`src/rtl/csmv_pkg.sv`:
```
// Shared constants, item codes and types for the COO sparse mat-vec block.
// No dependencies; csmv_mac, csmv_checker and the top level refer to it by scoped names.
`default_nettype none

package csmv_pkg;

   localparam int ROWS    = 1024;
   localparam int COLS    = 1024;
   localparam int ROW_W   = (ROWS > 1) ? $clog2(ROWS) : 1;
   localparam int COL_W   = (COLS > 1) ? $clog2(COLS) : 1;
   localparam int DATA_W  = 32;
   localparam int FUNC_W  = 3;
   localparam int INDEX_W = 10;
   // written marks are kept as epoch tags; tag zero never matches
   localparam int EPOCH_W = 8;
   localparam int PROD_W  = 2 * DATA_W;
   localparam int FRAC_W  = 16;

   localparam logic [FUNC_W-1:0] FUNC_LOAD_X  = 3'd0;
   localparam logic [FUNC_W-1:0] FUNC_PRESET  = 3'd1;
   localparam logic [FUNC_W-1:0] FUNC_TERM    = 3'd2;
   localparam logic [FUNC_W-1:0] FUNC_READ_Y  = 3'd3;
   localparam logic [FUNC_W-1:0] FUNC_CLEAR   = 3'd4;

   typedef struct packed {
      logic capture;   // load product and base registers
      logic written;   // row was written since the last clear
   } mac_ctl_type;

endpackage

`default_nettype wire

```
`src/rtl/csmv_mac.sv`:
```
// Multiply-accumulate for one nonzero term: registered Q32.32 product and Q16.16 base,
// then floor shift, add and saturate. Depends on csmv_pkg.
`default_nettype none

module csmv_mac (
   input  wire logic                          clock,
   input  wire csmv_pkg::mac_ctl_type         ctl,
   input  wire logic [csmv_pkg::DATA_W-1:0]   operand,
   input  wire logic [csmv_pkg::DATA_W-1:0]   x_rdata,
   input  wire logic [csmv_pkg::DATA_W-1:0]   y_rdata,
   output logic      [csmv_pkg::DATA_W-1:0]   sum
);

   localparam int SUM_W = csmv_pkg::PROD_W - csmv_pkg::FRAC_W + 1;

   logic signed [csmv_pkg::PROD_W-1:0] prod_ff;
   logic signed [csmv_pkg::PROD_W-1:0] prod_in;
   logic signed [csmv_pkg::DATA_W-1:0] base_ff;
   logic signed [csmv_pkg::DATA_W-1:0] base_in;
   logic signed [SUM_W-1:0]            total;

   assign prod_in = $signed(operand) * $signed(x_rdata);
   assign base_in = ctl.written ? $signed(y_rdata) : '0;

   always_ff @(posedge clock) begin
      if (ctl.capture) begin
         prod_ff <= prod_in;
         base_ff <= base_in;
      end
   end

   // arithmetic drop of the low fraction bits rounds toward minus infinity
   assign total = SUM_W'(base_ff)
                + SUM_W'($signed(prod_ff[csmv_pkg::PROD_W-1:csmv_pkg::FRAC_W]));

   always_comb begin
      if (total[SUM_W-1:csmv_pkg::DATA_W-1] == '0 ||
          total[SUM_W-1:csmv_pkg::DATA_W-1] == '1) begin
         sum = total[csmv_pkg::DATA_W-1:0];
      end else if (total[SUM_W-1]) begin
         sum = {1'b1, {(csmv_pkg::DATA_W-1){1'b0}}};
      end else begin
         sum = {1'b0, {(csmv_pkg::DATA_W-1){1'b1}}};
      end
   end

endmodule

`default_nettype wire

```
`config.mk`:
```
export PLATFORM = sky130hd
export DESIGN_NAME = csmv_mac
export DESIGN_NICKNAME = d
export VERILOG_FILES = /design/src/rtl/csmv_pkg.sv /design/src/rtl/csmv_mac.sv
export SDC_FILE = /design/constraint.sdc
export NUM_CORES = 2
export LEC_CHECK = 0
export ABC_AREA = 0
export BUFFER_PORTS_ARGS = -buffer_cell sky130_fd_sc_hd__buf_2
export CAP_MARGIN = 20
export CORE_MARGIN = 10
export CORE_UTILIZATION = 60
export CTS_BUF_LIST = sky130_fd_sc_hd__clkbuf_8
export CTS_CLUSTER_DIAMETER = 60
export DETAILED_ROUTE_END_ITERATION = 10
export GPL_TIMING_DRIVEN = 1
export PLACE_DENSITY = 0.85
export SYNTH_ARGS = -nofsm -noshare
export SYNTH_HDL_FRONTEND = slang
export SYNTH_SLANG_ARGS = --single-unit
```
`constraint.sdc`:
```
create_clock -name clock -period 21.7 [get_ports clock]
set_input_delay 2.17 -clock clock [delete_from_list [all_inputs] [get_ports clock]]
set_output_delay 2.17 -clock clock [all_outputs]
set_load 0.05 [all_outputs]
```
Word-level counts from Yosys, hierarchy flattened
Index checks and enable logic that the tools add are counted.
{"block": "totals", "wordCells": 9, "ramBits": 0, "regBits": 96, "in_bits": 99, "latchBits": 0, "romBits": 0, "output_inout_bits": 32, "memories": 0}
{"block": "classes", "n_reduce_logical": 2, "add_sub_neg": 1, "eq_ne": 1, "div": 0, "mul": 1, "n_bitwise": 0, "n_mux": 2, "n_shift": 0, "magnitude_cmp": 0}
{"cell": "$mul A32 B32 Y64", "count": 1}
{"cell": "$mux W32", "count": 2}
{"cell": "$add A32 B48 Y49", "count": 1}
{"cell": "$eq A18 B18 Y1 const B", "count": 1}
{"cell": "$logic_not A18 Y1", "count": 1}
{"cell": "$logic_or A1 B1 Y1", "count": 1}

Logic depth before layout (Yosys ltp)
{"block": "depth", "ltp_word": 4, "ltp_mapped": 29, "mapped_depth_nobuf": 28}

Least setup slack after synthesis
OpenSTA, ideal clock, no wires.
{"block": "synth_path", "path_type": "in2reg", "startpoint": "input x_rdata[2] (netlist bit)", "endpoint": "register prod_ff[62] (netlist bit), data pin", "n_path_buf": 1, "path_slack_ns": 12.075, "arrival_ns": 9.368, "required_ns": 21.442, "cell_stages": 24, "setup_ns": 0.258, "cell_sequence": "clkbuf_1 > nand2_1 > inv_1 > fa_1 > fa_1 > fa_1 > inv_1 > fa_1 > inv_1 > fa_1 > fa_1 > inv_1 > fa_1 > fa_1 > inv_1 > ha_1 > nand2_1 > o21a_1 > o21ai_0 > o21ai_0 > a311oi_1 > o21a_1 > nor2_1 > xnor2_1"}
{"block": "synth_between", "elab_chain_cells": 1}
{"item": "from (decl)", "line": "csmv_mac.sv:9", "rtl": "input wire logic [csmv_pkg::DATA_W-1:0] x_rdata,"}
{"item": "$mul A32 B32 Y64", "line": "csmv_mac.sv:22", "rtl": "assign prod_in = $signed(operand) * $signed(x_rdata);"}
{"item": "net prod_in, one bit", "line": "csmv_mac.sv:17", "rtl": "logic signed [csmv_pkg::PROD_W-1:0] prod_in;"}
{"item": "to (signal assigned)", "line": "csmv_mac.sv:27", "rtl": "prod_ff <= prod_in;"}
{"item": "to (decl)", "line": "csmv_mac.sv:16", "rtl": "logic signed [csmv_pkg::PROD_W-1:0] prod_ff;"}
The timed path passes the listed nets, and every way through them passes these cells.
A chain may end at the register's enable or synchronous reset.

Final worst setup path
{"block": "layout_path", "startpoint": "input operand[11] (netlist bit)", "endpoint": "register prod_ff[54] (netlist bit), data pin"}
{"block": "layout_between", "elab_chain_cells": 1}
{"item": "from (decl)", "line": "csmv_mac.sv:8", "rtl": "input wire logic [csmv_pkg::DATA_W-1:0] operand,"}
{"item": "$mul A32 B32 Y64", "line": "csmv_mac.sv:22"}
{"item": "net prod_in, one bit", "line": "csmv_mac.sv:17"}
The timed path passes the listed nets, and every way through them passes these cells.

==> results.cfg <==
[run_status]
status = finished clean

[layout]
syn2layout_area_growth_pct = 2.959
fin_cells = 5110
drive_above_1_share_pct = 3.967
nets = 5639

[floorplan]
core_area_um2 = 67400
die_w_um = 281.0
rows = 95
dieHeight_um = 281.0
initial_utilization_pct = 60.66
die_area_um2 = 78980
io_pins = 131

[detailed_routing]
drc = 0
ant_nets = 0
wirelength_um = 104700
via_count = 29593
vias_per_cell = 5.791
drt_iter0_markers = 2207
dr.pass1.iters = 6
routedWlPerCell_um = 20.49

[timing]
hold_viol_final = 0
drv_slew = 0
slew_headroom_pct = 23.54
finalCritPeriodShare_pct = 48.98
fmax_mhz = 94.08
worst_pin_slew_ns = 1.140
grt_setup_unrepaired = no
setup_violations = 0
tns_ns = 0
post-route-min-period_ns = 10.63

[cts]
cts_tree = done
path_clk_slew_ns = 0.10
clockBufferDepth = 2
cts_resized = 0
cts.sinks = 80
post_cts_buffers = 0
cts_buffers = 9
htree_levels = 3
clockRootBuffer = clkbuf_8
hold_buffers = 0

[logic_synthesis]
synth-seq-cells = 80
synth_seq_area_share_pct = 5.876
yosysTopAreaCell = fa_1
syn_area_per_cell_um2 = 9.526
netlist_top_cells_count = 1082 x fa_1, 963 x inv_1, 549 x and2_1
syn-num-nets = 5701
netlist_area_um2 = 40880
synth_area_leaders = fa_1 53%, inv_1 8.8%, and2_1 8.4%, ha_1 7.0%, edfxtp_1 5.9%
synth_edf_count = 80
synth_ff_type = edfxtp_1
syn_inst = 4292
synthArstFlopShare_pct = 0
yosysMostFrequentCell = fa_1
synth_warnings = 0
post-synth-top-area-fraction_pct = 52.98
yosysUniqueCellTypes = 66

[setup_path]
critPathSlowestCell = a211oi_1
crit_required_ns = 21.83
worstPathMaxFanout = 32
crit_path_frequent_cell = fa_1
slowest_delay_ns = 1.00
start_kind = input port
critPathKind = input port to flop
critical_path_arrival_ns = 10.76
crit_path_end_kind = flop

[place]
numPlacedInstances = 5091
hpwl_um = 83640
io_buffer_count = 130
gp_congestion = 0.9303

[global_routing]
grt-ovfl-total = 0
grt_pass1_vias = 33494
grt_max_degree = 81
antenna_found_initial = 2
grt_pass1_wl_um = 172900
grtUsageTotal_pct = 27.73

[flow_run]
cap_violations = 0

[hold_path]
hp-class = input port to flop
-- routing by layer --
layer	global-route usage (%)	up-vias	part of all wire, %
li1	-	12506	-
met1	34.55	15168	37
met3	5.490	334	9.5
met2	46.74	1585	49
met4	11.68	0	4.6
met5	0	-	0
-- sequential cells by signal, indices dropped and copies added, names as in the netlist --
signal   count
prod_ff     48
base_ff     32
-- worst max-delay path, delay by kind of cell --
| kind | cells | cell delay, ns |
|---|---|---|
| AOI/OAI and AO/OA | 6 | 2.36 |
| adders and majority gates | 9 | 4.18 |
| xor gates and xnor gates | 1 | 0.12 |
| and+or+nand+nor | 5 | 1.04 |
| buffers and inverters | 5 | 0.80 |
-- layout by cell type (no fill, tap or decap), drive strengths merged, types with 20 or more instances in the layout --
| cell type | count |
|---|---|
| fa | 1082 |
| nor3 | 20 |
| ha | 228 |
| xor2 | 35 |
| buf | 141 |
| a21oi | 89 |
| and2 | 549 |
| o21ai | 82 |
| a21o | 61 |
| edfxtp | 80 |
| nor2 | 78 |
| inv | 966 |
| xnor2 | 59 |
| nand2 | 542 |
-- metrics by stage --
stage	utilization, %	setup slack (ns)	hold slack, ns	cell area [um^2]
2_1_floorplan	-	12.07	2.283	40880
3_3_place_gp	62.16	10.99	2.451	41890
3_5_place_dp	62.16	10.83	2.456	41890
4_1_cts	62.43	11.22	2.048	42070
5_1_grt	62.46	10.75	2.051	42090
6_report	62.46	11.07	2.061	42090
-- kinds of logic after synthesis --
logic type      count (synthesis)  synth area share, %
simple gates                 1290                15.90
flops                          80                5.876
fa+ha+maj                    1310                59.96
xor+xnor                       94                2.014
mux                             1              0.02754
compound gates                340                5.402
buf+inv                      1177                10.82
-- path summary, 6_finish.rpt --
kind              cells past startpoint          end         from  slack (ns)
setup / recovery                     26  prod_ff[54]  operand[11]       11.07
hold / removal                        2  base_ff[25]  y_rdata[25]        2.06
-- final cells by class --
type | count | area [um^2]
multi-input combinational | 3035 | 34060
fill | 5202 | 25300
inverter | 963 | 3615
sequential | 80 | 2402
tap | 873 | 1092
timing repair buffer | 141 | 743.2
clock buffer | 9 | 123.9
clock inverter | 7 | 56.30
antenna | 2 | 5.005
Power is left out: the tool's default activity adds up to more than one toggle a clock period on the data nets, which glitch-free logic cannot reach.
